==> src/design/lohs_pkg.sv <==
// Shared codes and types for the link open handshake block.
package lohs_pkg;

    // Request codes carried by req_type
    localparam logic [1:0] REQ_BYTE  = 2'd0;
    localparam logic [1:0] REQ_TICK  = 2'd1;
    localparam logic [1:0] REQ_START = 2'd2;

    // Frame matcher state codes
    localparam logic [2:0] FS_IDLE  = 3'd0;
    localparam logic [2:0] FS_FLAG  = 3'd1;
    localparam logic [2:0] FS_ADDR  = 3'd2;
    localparam logic [2:0] FS_CTRL  = 3'd3;
    localparam logic [2:0] FS_CHECK = 3'd4;

    // Configuration register indexes
    localparam logic [2:0] CFG_ROLE        = 3'd0;
    localparam logic [2:0] CFG_FLAG        = 3'd1;
    localparam logic [2:0] CFG_CMD_ADDR    = 3'd2;
    localparam logic [2:0] CFG_SET_CTRL    = 3'd3;
    localparam logic [2:0] CFG_ANS_ADDR    = 3'd4;
    localparam logic [2:0] CFG_UA_CTRL     = 3'd5;
    localparam logic [2:0] CFG_TIMEOUT     = 3'd6;
    localparam logic [2:0] CFG_MAX_ATTEMPT = 3'd7;

    localparam int unsigned CFG_DATA_W  = 16;
    localparam int unsigned CFG_INDEX_W = 3;

    // Matcher inputs: frame pattern to look for
    typedef struct packed {
        logic [7:0] flag;
        logic [7:0] addr;
        logic [7:0] ctrl;
    } frame_pattern_t;

    // Matcher outputs
    typedef struct packed {
        logic [2:0] next_state;
        logic       closed;
    } match_result_t;

endpackage

==> src/design/link_open_handshake_core.sv <==
// Top level of the link open handshake: SET/UA setup over a byte stream.
// Path: an accepted input item is held in the input register, then its
//   result item is held in the result register until it leaves.
// Throughput: one item per cycle while out_stall does not hold the result; the
//   single-pass update of the handshake state between the two registers sets this figure.
// Reset: rst_n clears all handshake state and loads configuration defaults.
module link_open_handshake_core (
    input  logic                                clk,
    input  logic                                rst_n,
    // configuration write port
    input  logic                                cfg_we,
    input  logic [lohs_pkg::CFG_INDEX_W-1:0]    cfg_index,
    input  logic [lohs_pkg::CFG_DATA_W-1:0]     cfg_data,
    // input channel
    input  logic                                in_valid,
    output logic                                in_stall,
    input  logic [1:0]                          req_type,
    input  logic [7:0]                          rx_byte,
    // result channel
    output logic                                out_valid,
    input  logic                                out_stall,
    output logic                                send_set,
    output logic                                send_ua,
    output logic                                established,
    output logic                                gave_up,
    output logic [3:0]                          attempt_count
);
    import lohs_pkg::*;

    // ---------------------------------------------------------------
    // Configuration registers
    // ---------------------------------------------------------------
    logic        role_rx_reg;
    logic [7:0]  flag_reg;
    logic [7:0]  cmd_addr_reg;
    logic [7:0]  set_ctrl_reg;
    logic [7:0]  ans_addr_reg;
    logic [7:0]  ua_ctrl_reg;
    logic [15:0] timeout_reg;
    logic [3:0]  max_attempts_reg;

    always_ff @(posedge clk or negedge rst_n)
    begin
        if (!rst_n)
        begin
            role_rx_reg      <= 1'b0;
            flag_reg         <= 8'd126;
            cmd_addr_reg     <= 8'd3;
            set_ctrl_reg     <= 8'd3;
            ans_addr_reg     <= 8'd1;
            ua_ctrl_reg      <= 8'd7;
            timeout_reg      <= 16'd3;
            max_attempts_reg <= 4'd3;
        end
        else if (cfg_we)
        begin
            unique case (cfg_index)
                CFG_ROLE:        role_rx_reg      <= cfg_data[0];
                CFG_FLAG:        flag_reg         <= cfg_data[7:0];
                CFG_CMD_ADDR:    cmd_addr_reg     <= cfg_data[7:0];
                CFG_SET_CTRL:    set_ctrl_reg     <= cfg_data[7:0];
                CFG_ANS_ADDR:    ans_addr_reg     <= cfg_data[7:0];
                CFG_UA_CTRL:     ua_ctrl_reg      <= cfg_data[7:0];
                CFG_TIMEOUT:     timeout_reg      <= cfg_data[15:0];
                CFG_MAX_ATTEMPT: max_attempts_reg <= cfg_data[3:0];
            endcase
        end
    end

    // ---------------------------------------------------------------
    // Input register stage
    // ---------------------------------------------------------------
    logic       s1_valid_reg;
    logic [1:0] s1_req_reg;
    logic [7:0] s1_byte_reg;
    logic       advance;
    logic       in_take;

    // Move the held item into the result register whenever that register
    // is empty or is being drained this cycle.
    assign advance  = s1_valid_reg && (!out_valid || !out_stall);
    // Stall only when both the input register and the result are stuck.
    assign in_stall = s1_valid_reg && out_valid && out_stall;
    assign in_take  = in_valid && !in_stall;

    always_ff @(posedge clk or negedge rst_n)
    begin
        if (!rst_n)
        begin
            s1_valid_reg <= 1'b0;
        end
        else if (in_take)
        begin
            s1_valid_reg <= 1'b1;
        end
        else if (advance)
        begin
            s1_valid_reg <= 1'b0;
        end
    end

    always_ff @(posedge clk)
    begin
        if (in_take)
        begin
            s1_req_reg  <= req_type;
            s1_byte_reg <= rx_byte;
        end
    end

    // ---------------------------------------------------------------
    // Handshake state
    // ---------------------------------------------------------------
    logic [2:0]  frame_state_reg, frame_state_next;
    logic [15:0] tick_count_reg, tick_count_next;
    logic [3:0]  timeouts_reg, timeouts_next;
    logic        armed_reg, armed_next;
    logic        active_reg, active_next;
    logic        done_reg, done_next;
    logic        failed_reg, failed_next;
    logic        send_set_next, send_ua_next;

    frame_pattern_t pattern;
    match_result_t  match;
    logic           tx_role;
    logic [15:0]    tick_inc;
    logic [3:0]     timeouts_inc;

    assign tx_role      = !role_rx_reg;
    assign tick_inc     = tick_count_reg + 16'd1;
    assign timeouts_inc = timeouts_reg + 4'd1;

    // Transmitter listens for UA, receiver listens for SET.
    assign pattern.flag = flag_reg;
    assign pattern.addr = tx_role ? ans_addr_reg : cmd_addr_reg;
    assign pattern.ctrl = tx_role ? ua_ctrl_reg : set_ctrl_reg;

    lohs_frame_match u_match (
        .state   (frame_state_reg),
        .rx_byte (s1_byte_reg),
        .pattern (pattern),
        .result  (match)
    );

    always_comb
    begin
        frame_state_next = frame_state_reg;
        tick_count_next  = tick_count_reg;
        timeouts_next    = timeouts_reg;
        armed_next       = armed_reg;
        active_next      = active_reg;
        done_next        = done_reg;
        failed_next      = failed_reg;
        send_set_next    = 1'b0;
        send_ua_next     = 1'b0;

        unique case (s1_req_reg)
            REQ_START:
            begin
                // start, or restart a running handshake
                active_next      = 1'b1;
                done_next        = 1'b0;
                failed_next      = 1'b0;
                timeouts_next    = 4'd0;
                tick_count_next  = 16'd0;
                frame_state_next = FS_IDLE;
                armed_next       = tx_role;
                send_set_next    = tx_role;
            end
            REQ_TICK:
            begin
                if (tx_role && active_reg && armed_reg)
                begin
                    tick_count_next = tick_inc;
                    // a zero timeout expires on the first tick
                    if (tick_inc >= timeout_reg)
                    begin
                        tick_count_next = 16'd0;
                        timeouts_next   = timeouts_inc;
                        if (timeouts_inc >= max_attempts_reg)
                        begin
                            failed_next = 1'b1;
                            active_next = 1'b0;
                            armed_next  = 1'b0;
                        end
                        else
                        begin
                            send_set_next = 1'b1;
                        end
                    end
                end
            end
            REQ_BYTE:
            begin
                if (active_reg)
                begin
                    frame_state_next = match.next_state;
                    if (match.closed)
                    begin
                        done_next       = 1'b1;
                        active_next     = 1'b0;
                        armed_next      = 1'b0;
                        tick_count_next = 16'd0;
                        send_ua_next    = !tx_role;
                    end
                end
            end
            default:
            begin
                // unused request code: report status only
            end
        endcase
    end

    always_ff @(posedge clk or negedge rst_n)
    begin
        if (!rst_n)
        begin
            frame_state_reg <= FS_IDLE;
            tick_count_reg  <= 16'd0;
            timeouts_reg    <= 4'd0;
            armed_reg       <= 1'b0;
            active_reg      <= 1'b0;
            done_reg        <= 1'b0;
            failed_reg      <= 1'b0;
        end
        else if (advance)
        begin
            frame_state_reg <= frame_state_next;
            tick_count_reg  <= tick_count_next;
            timeouts_reg    <= timeouts_next;
            armed_reg       <= armed_next;
            active_reg      <= active_next;
            done_reg        <= done_next;
            failed_reg      <= failed_next;
        end
    end

    // ---------------------------------------------------------------
    // Result register
    // ---------------------------------------------------------------
    logic       out_valid_reg;
    logic       send_set_reg;
    logic       send_ua_reg;
    logic       established_reg;
    logic       gave_up_reg;
    logic [3:0] attempt_reg;

    always_ff @(posedge clk or negedge rst_n)
    begin
        if (!rst_n)
        begin
            out_valid_reg <= 1'b0;
        end
        else if (advance)
        begin
            out_valid_reg <= 1'b1;
        end
        else if (!out_stall)
        begin
            // drop the item once it has been taken
            out_valid_reg <= 1'b0;
        end
    end

    always_ff @(posedge clk)
    begin
        if (advance)
        begin
            send_set_reg    <= send_set_next;
            send_ua_reg     <= send_ua_next;
            established_reg <= done_next;
            gave_up_reg     <= failed_next;
            attempt_reg     <= timeouts_next;
        end
    end

    assign out_valid     = out_valid_reg;
    assign send_set      = send_set_reg;
    assign send_ua       = send_ua_reg;
    assign established   = established_reg;
    assign gave_up       = gave_up_reg;
    assign attempt_count = attempt_reg;

    // ---------------------------------------------------------------
    // Assertions
    // ---------------------------------------------------------------
    // A running handshake has neither succeeded nor failed.
    assert property (@(posedge clk) disable iff (!rst_n)
        active_reg |-> (!done_reg && !failed_reg))
        else $error("active handshake carries a final status");

    // Success and failure exclude each other in every result item.
    assert property (@(posedge clk) disable iff (!rst_n)
        out_valid |-> !(established && gave_up))
        else $error("result reports both established and gave_up");

    // One role sends only its own frame type.
    assert property (@(posedge clk) disable iff (!rst_n)
        out_valid |-> !(send_set && send_ua))
        else $error("result asks for SET and UA together");

    // An empty input register never stalls the input side.
    assert property (@(posedge clk) disable iff (!rst_n)
        !s1_valid_reg |-> !in_stall)
        else $error("input stalled with empty input register");

    // The timer runs only while a transmitter handshake is active.
    assert property (@(posedge clk) disable iff (!rst_n)
        armed_reg |-> active_reg)
        else $error("timer armed outside an active handshake");

endmodule

==> src/design/lohs_frame_match.sv <==
// Byte-wise frame header matcher: flag, address, control, check, flag.
module lohs_frame_match (
    input  logic [2:0]              state,
    input  logic [7:0]              rx_byte,
    input  lohs_pkg::frame_pattern_t pattern,
    output lohs_pkg::match_result_t  result
);
    import lohs_pkg::*;

    logic [7:0] check_byte;
    logic       is_flag;

    assign check_byte = pattern.addr ^ pattern.ctrl;
    assign is_flag    = (rx_byte == pattern.flag);

    always_comb
    begin
        result.closed     = 1'b0;
        result.next_state = FS_IDLE;
        unique case (state)
            FS_IDLE:
            begin
                result.next_state = is_flag ? FS_FLAG : FS_IDLE;
            end
            FS_FLAG:
            begin
                result.next_state = (rx_byte == pattern.addr) ? FS_ADDR :
                                    (is_flag ? FS_FLAG : FS_IDLE);
            end
            FS_ADDR:
            begin
                result.next_state = (rx_byte == pattern.ctrl) ? FS_CTRL :
                                    (is_flag ? FS_FLAG : FS_IDLE);
            end
            FS_CTRL:
            begin
                // check byte wins over a flag in this position
                result.next_state = (rx_byte == check_byte) ? FS_CHECK :
                                    (is_flag ? FS_FLAG : FS_IDLE);
            end
            FS_CHECK:
            begin
                // only the closing flag completes the frame
                result.next_state = FS_IDLE;
                result.closed     = is_flag;
            end
            default:
            begin
                result.next_state = FS_IDLE;
            end
        endcase
    end

endmodule
==> config.mk <==
export PLATFORM = sky130hd
export DESIGN_NAME = link_open_handshake_core
export DESIGN_NICKNAME = d
export VERILOG_FILES = /design/src/design/lohs_pkg.sv /design/src/design/link_open_handshake_core.sv /design/src/design/lohs_frame_match.sv
export SDC_FILE = /design/constraint.sdc
export NUM_CORES = 1
export LEC_CHECK = 0
export ABC_CLOCK_PERIOD_IN_PS = 3800
export BUFFER_PORTS_ARGS = -buffer_cell sky130_fd_sc_hd__buf_2
export CORE_MARGIN = 10
export CORE_UTILIZATION = 60
export DETAILED_ROUTE_END_ITERATION = 10
export PLACE_DENSITY_LB_ADDON = 0.3
export SYNTH_ARGS = -nofsm -noshare
export SYNTH_HDL_FRONTEND = slang
export SYNTH_SLANG_ARGS = --single-unit
==> constraint.sdc <==
create_clock -name clk -period 3.8 [get_ports clk]
set_clock_uncertainty 0.1 [all_clocks]
set_input_delay 0.76 -clock clk [delete_from_list [all_inputs] [get_ports clk]]
set_output_delay 0.76 -clock clk [all_outputs]
set_load 0.01 [all_outputs]
==> results of run 1 <==
==> final timing paths <==
| check | cells after the start | startpoint | end | slack, ns |
|---|---|---|---|---|
| worst max-delay path | 14 | tick_count_reg[2] | timeouts_reg[3] | 0.09 |
| worst min register to register | 1 | timeout_reg[15] | timeout_reg[15] | 0.42 |
| worst min-delay path | 1 | timeout_reg[15] | timeout_reg[15] | 0.42 |
| worst max register to register | 14 | tick_count_reg[2] | timeouts_reg[3] | 0.09 |
| max in group asynchronous | 2 | rst_n | ans_addr_reg[0] | 2.35 |
| min in group asynchronous | 1 | rst_n | tick_count_reg[7] | 0.45 |
==> worst max-delay path, cell delays in order (launching register included) <==
cell and delay [ns]:
dfrtp_1 0.41, and3_4 0.22, and3_1 0.21, nand3_2 0.16, or4_1 0.56, nand2_1 0.09, nand2_1 0.07, ha_1 0.29
nand4_1 0.15, buf_4 0.20, nor2_2 0.27, o31ai_4 0.15, buf_4 0.18, or4b_1 0.50, nand3_1 0.08
==> cell usage after synthesis (3+ instances only) <==
master	count
dfrtp_1	72
mux2_2	61
nand2_1	39
xnor2_1	36
inv_1	34
ha_1	26
xor2_1	26
nand3_1	24
mux2i_1	20
dfstp_2	18
edfxtp_1	18
clkbuf_1	15
nor2_1	12
nand2b_1	11
o21ai_1	11
a21oi_1	10
nor3_1	10
a21o_1	9
nand4_1	9
nor4_1	9
o31ai_1	8
and3_1	6
buf_2	6
a22oi_1	5
o211ai_1	5
and2_1	4
o21ai_0	4
nand4b_1	3
o22ai_1	3
or4_1	3
==> final cells by class <==
| cell class | instances | area share |
|---|---|---|
| clock inverter | 4 | 0.00809 |
| multi-input combinational | 389 | 0.464 |
| clock buffer | 12 | 0.0230 |
| inverter | 34 | 0.0188 |
| tap | 133 | 0.0245 |
| sequential | 108 | 0.414 |
| timing repair buffer | 57 | 0.0475 |
==> cell families after synthesis <==
family                     count (synthesis)  share of synthesized area
xor gates and xnor gates                  62                     0.0885
and+or+nand+nor                          144                      0.129
buffers and inverters                     57                     0.0385
AOI/OAI and AO/OA                         75                     0.0874
adders and majority gates                 26                     0.0530
muxes                                     81                      0.145
DFF                                      108                      0.459
==> per-stage QoR <==
step,worst slack [ns],power (W),std cells
floorplan,0.419,0.00221,553
global placement,0.224,0.00240,713
detailed placement,0.0149,0.00245,713
CTS,0.0112,0.00321,729
global route,-0.0810,0.00340,737
finish,0.0866,0.00321,737
==> report_power, final <==
group | internal [W] | switching [W]
Sequential | 0.00140 | 0.000189
Clock | 0.000351 | 0.000400
Combinational | 0.000442 | 0.000421
Total | 0.00220 | 0.00101
==> what timing repair did <==
item	CTS	global route
cloned	0	1
endpoints found under the setup margin	1	26
pin swaps	0	4
buffers inserted	0	7
resized for setup	3	5
==> routing by layer <==
metal  up-vias  global-route usage
met2       140               0.313
met4         0              0.0790
met3        29              0.0517
met5         -                   0
met1      2137               0.213
li1       2073                   -
==> results.json, run 1 <==
{
  "vias": 4379,
  "fillers": 743,
  "die_area_sq_mm": 0.0147,
  "utilization": 0.689,
  "start_util": 0.622,
  "nets": 659,
  "portBuffers": 43,
  "netlist_area_sq_mm": 0.00614,
  "yosysTopAreaCell": "dfrtp_1",
  "final_antenna_net_count": 0,
  "dr.first_iter.drc_count": 389,
  "synth-edff-count": 18,
  "wirelength_um": 13300,
  "finalCritPeriodShare": 0.977,
  "cts-root-buf": "clkbuf_8",
  "maxSlewViolCount": 0,
  "leakagePower_nw": 3.02,
  "fin_tns_setup_ns": 0,
  "worstPathRequired_ns": 4.03,
  "route.detailed.drc": 0,
  "ys.flop_type": "dfrtp_1",
  "stdcell_area_sq_mm": 0.00680,
  "core_region_area_sq_mm": 0.00986,
  "clock.fmax_ghz": 0.269,
  "wl_per_cell_um": 18.0,
  "route.met3.wl_um": 792,
  "insertion_delay_ns": 0.39,
  "dpl-instance-area_sq_mm": 0.00647,
  "dp.final_hpwl_um": 9480,
  "final_cell_mix": "dfrtp_1 (72), mux2_2 (61), buf_2 (42)",
  "gp_congestion": 0.875,
  "p_per_area_mw_per_mm2": 471,
  "hold_viol_final": 0,
  "startpoint_type": "flop",
  "whs_ns": 0.417,
  "synth_seq_cells": 108,
  "cts_tree": "yes",
  "synth_area_per_cell_sq_um": 11.1,
  "cts_hold_buf": 0,
  "slew-limit-headroom": 0.278,
  "top_layer": "met4",
  "grt_pass1_wl_um": 21800,
  "regArea_sq_mm": 0.00282,
  "cts_buffer_depth": 2,
  "hp-class": "reg -> reg",
  "post_synth_inst_count": 553,
  "grt_start_max_net_pins": 88,
  "worst_pin_slew_ns": 1.08,
  "die_h_um": 121,
  "min_period_ns": 3.71,
  "layout-drive-gt1-share": 0.272,
  "setup_viol": 0,
  "std_cell_rows": 36,
  "multiInputGateArea_sq_mm": 0.00316,
  "clock-sinks": 108,
  "async_reset_ff_frac": 0.833,
  "synth_cell_types": 60,
  "synth_area_leaders": "dfrtp_1 (29%), mux2_2 (11%), edfxtp_1 (8.8%)",
  "die_w_um": 121,
  "crit_fanout": 6,
  "io_pins": 44,
  "antenna_found_initial": 0,
  "drtPass1Iterations": 5,
  "rsz0062_at_grt": "true",
  "outcome": "complete, no violations",
  "dr_wl_met2_um": 6700,
  "cts-htree-levels": 3,
  "maxCapViolCount": 0,
  "grt_pass1_vias": 4488,
  "drt-vias-per-instance": 5.94,
  "ys_warn_count": 0,
  "yosysSeqAreaShare": 0.459,
  "cts.clk_slew.worst_paths_ns": 0.10,
  "crit_type": "reg -> reg",
  "grt_overflow": 0,
  "track_usage": 0.184,
  "cp.arrival_ns": 3.94,
  "synth_top_area_frac": 0.294,
  "final_common_cell": "dfrtp_1",
  "synth.net_count": 613,
  "antenna_cells": 0,
  "cp-end-kind": "flop",
  "peakVddDrop_mv": 0.384,
  "area_growth_pct": 10.8,
  "met1_length_um": 5440,
  "cts_buffers": 9
}
Note: power is estimated with default switching activity, not from simulation.
==> run 2: changes to the inputs <==
--- a/config.mk
+++ b/config.mk
@@ -7,8 +7,10 @@
 export LEC_CHECK = 0
 export ABC_CLOCK_PERIOD_IN_PS = 3800
 export BUFFER_PORTS_ARGS = -buffer_cell sky130_fd_sc_hd__buf_2
+export CELL_PAD_IN_SITES_DETAIL_PLACEMENT = 1
+export CELL_PAD_IN_SITES_GLOBAL_PLACEMENT = 2
 export CORE_MARGIN = 10
-export CORE_UTILIZATION = 60
+export CORE_UTILIZATION = 41
 export DETAILED_ROUTE_END_ITERATION = 10
 export PLACE_DENSITY_LB_ADDON = 0.3
 export SYNTH_ARGS = -nofsm -noshare
==> run 2 against run 1 <==
  * Combinational power increased by 1%
  * Setup slack got worse by 0.047 ns
  * Via count decreased by 0.25%
  * Power increased by 6.2%
  * Sequential power about the same
  * Die area increased by 38%
  * Count of clock-buffer cells in the layout decreased by 2
  * Non-clock buffer count increased by 2
  * Core utilization decreased by 21 points
  * Maximum frequency decreased by 1.3%
  * Final cell count increased by 7.1%
  * First-iteration DRC count decreased by 50%
  * Critical path type unchanged
  * Highest routed layer unchanged
==> results.json, run 2 (same netlist as run 1, synthesis figures left out) <==
{
  "grt_pass1_wl_um": 24600,
  "wirelength_um": 15000,
  "p_comb_frac": 0.256,
  "route.met3.wl_um": 487,
  "cp_num_buf_inv": 2,
  "met1_length_um": 6880,
  "grt_start_max_net_pins": 77,
  "cts_buffer_depth": 2,
  "insertion_delay_ns": 0.36,
  "drt-vias-per-instance": 5.54,
  "reg2reg_to": "timeouts_reg[3]",
  "holdPathEnd": "out_valid",
  "die_area_sq_mm": 0.0203,
  "portBuffers": 43,
  "cp.arrival_ns": 3.96,
  "cts_hold_buf": 0,
  "clockPowerShare": 0.276,
  "final_cell_mix": "dfrtp_1 (72), mux2_2 (61), buf_2 (42)",
  "final_common_cell": "dfrtp_1",
  "track_usage": 0.151,
  "clock-sinks": 108,
  "grt_pass1_vias": 4662,
  "maxCapViolCount": 0,
  "grt_overflow": 0,
  "crit_path_start": "tick_count_reg[2]",
  "peakVddDrop_mv": 0.263,
  "drtPass1Iterations": 4,
  "antenna_cells": 0,
  "hp-class": "reg -> reg",
  "cts_buffers": 9,
  "vias": 4368,
  "die_w_um": 142,
  "min_period_ns": 3.76,
  "dr.first_iter.drc_count": 196,
  "core_region_area_sq_mm": 0.0146,
  "worstPathRequired_ns": 4.00,
  "maxSlewViolCount": 0,
  "reg2reg_depth": 14,
  "finalCritPeriodShare": 0.990,
  "hold_start": "s1_valid_reg",
  "crit_type": "reg -> reg",
  "slowest_stage": "or4_4",
  "start_util": 0.421,
  "crit_path_cell_trace": "and3_4, and3_4, nand3_4, or4_4, nand2_1, nand2_1, ha_1, nand4_1, o41ai_4, o31ai_4, buf_12, buf_4, or4b_4, nand3_2",
  "pwr-share-seq": 0.468,
  "worst_pin_slew_ns": 1.04,
  "antenna_found_initial": 0,
  "gp_congestion": 0.826,
  "std_cell_rows": 44,
  "die_h_um": 142,
  "setup_viol": 0,
  "cts.clk_slew.worst_paths_ns": 0.08,
  "cts-htree-levels": 3,
  "layout-drive-gt1-share": 0.284,
  "cp_top_family": "simple AND/OR/NAND/NOR gates",
  "area_growth_pct": 13.7,
  "outcome": "complete, no violations",
  "hold_viol_final": 0,
  "slew-limit-headroom": 0.309,
  "final_antenna_net_count": 0,
  "top_layer": "met4",
  "cts_tree": "yes",
  "intPower_w": 0.00231,
  "cp-end-kind": "flop",
  "nets": 660,
  "fillers": 1546,
  "p_sw_frac": 0.320,
  "rsz0062_at_grt": "true",
  "slowest_delay_ns": 0.53,
  "clock.fmax_ghz": 0.266,
  "place_inst": 767,
  "leakagePower_nw": 3.07,
  "rr_startpoint": "tick_count_reg[2]",
  "startpoint_type": "flop",
  "r2r_slack_ns": 0.04,
  "hold_depth": 1,
  "wl_per_cell_um": 19.0,
  "crit_fanout": 10,
  "io_pins": 44,
  "p_per_area_mw_per_mm2": 488,
  "dp.final_hpwl_um": 11000,
  "fin_tns_setup_ns": 0,
  "cts-root-buf": "clkbuf_16",
  "dr_wl_met2_um": 7480,
  "route.detailed.drc": 0,
  "p_switching_w": 0.00109,
  "stdcell_count": 789
}
## run 2: cell types whose count changed in the layout (fill, tap and decap cells not counted), sizes merged
cell    change
clkinv      +1
o31ai       -1
inv         +2
clkbuf      -2
buf         +2
bufinv      -1
## run 2: per-stage QoR
stage	setup slack, ns	power (W)	area, sq um	util	hold WS, ns
after floorplan	0.419	0.00221	6140	-	0.356
after global placement	0.100	0.00243	6560	0.449	0.372
after detailed placement	-0.138	0.00248	6560	0.449	0.387
after CTS	-0.00953	0.00343	6870	0.471	0.399
after global routing	-0.121	0.00362	6980	0.478	0.420
final	0.0391	0.00340	6980	0.478	0.392
## run 2: final cells by class
cell class	instances	area (sq um)	share of cell area
inverter	34	128	0.0183
clock buffer	10	239	0.0343
tap	184	230	0.0330
sequential	108	2820	0.404
timing repair buffer	59	350	0.0502
multi-input combinational	388	3170	0.454
clock inverter	6	43.8	0.00628
## run 2: worst max path at each step
stage | end | slack [ns] | cells past startpoint
after detailed placement | attempt_count[2] | -0.14 | 15
after global routing | timeouts_reg[3] | -0.12 | 15
after CTS | attempt_count[2] | -0.01 | 15
after global placement | attempt_count[2] | 0.10 | 15
final | timeouts_reg[3] | 0.04 | 14
after floorplan | attempt_count[3] | 0.42 | 14
## run 2: power groups by stage
stage / combinational [W] / clock, W / sequential (W)
5_1_grt: 0.000982 / 0.00101 / 0.00163
3_3_place_gp: 0.000835 / 0 / 0.00160
3_5_place_dp: 0.000859 / 0 / 0.00162
6_report: 0.000873 / 0.000939 / 0.00159
4_1_cts: 0.000873 / 0.000959 / 0.00159
2_1_floorplan: 0.000670 / 0 / 0.00155
## run 2: routing by layer
metal	global-route usage	vias to the layer above
met1	0.191	2226
met3	0.0347	13
met4	0.0389	0
met2	0.254	54
met5	0	-
li1	-	2075
## run 2: what timing repair did
action	CTS	global route
endpoints found under the setup margin	11	19
setup buffers	0	6
resized for setup	3	10
pin swaps	1	3
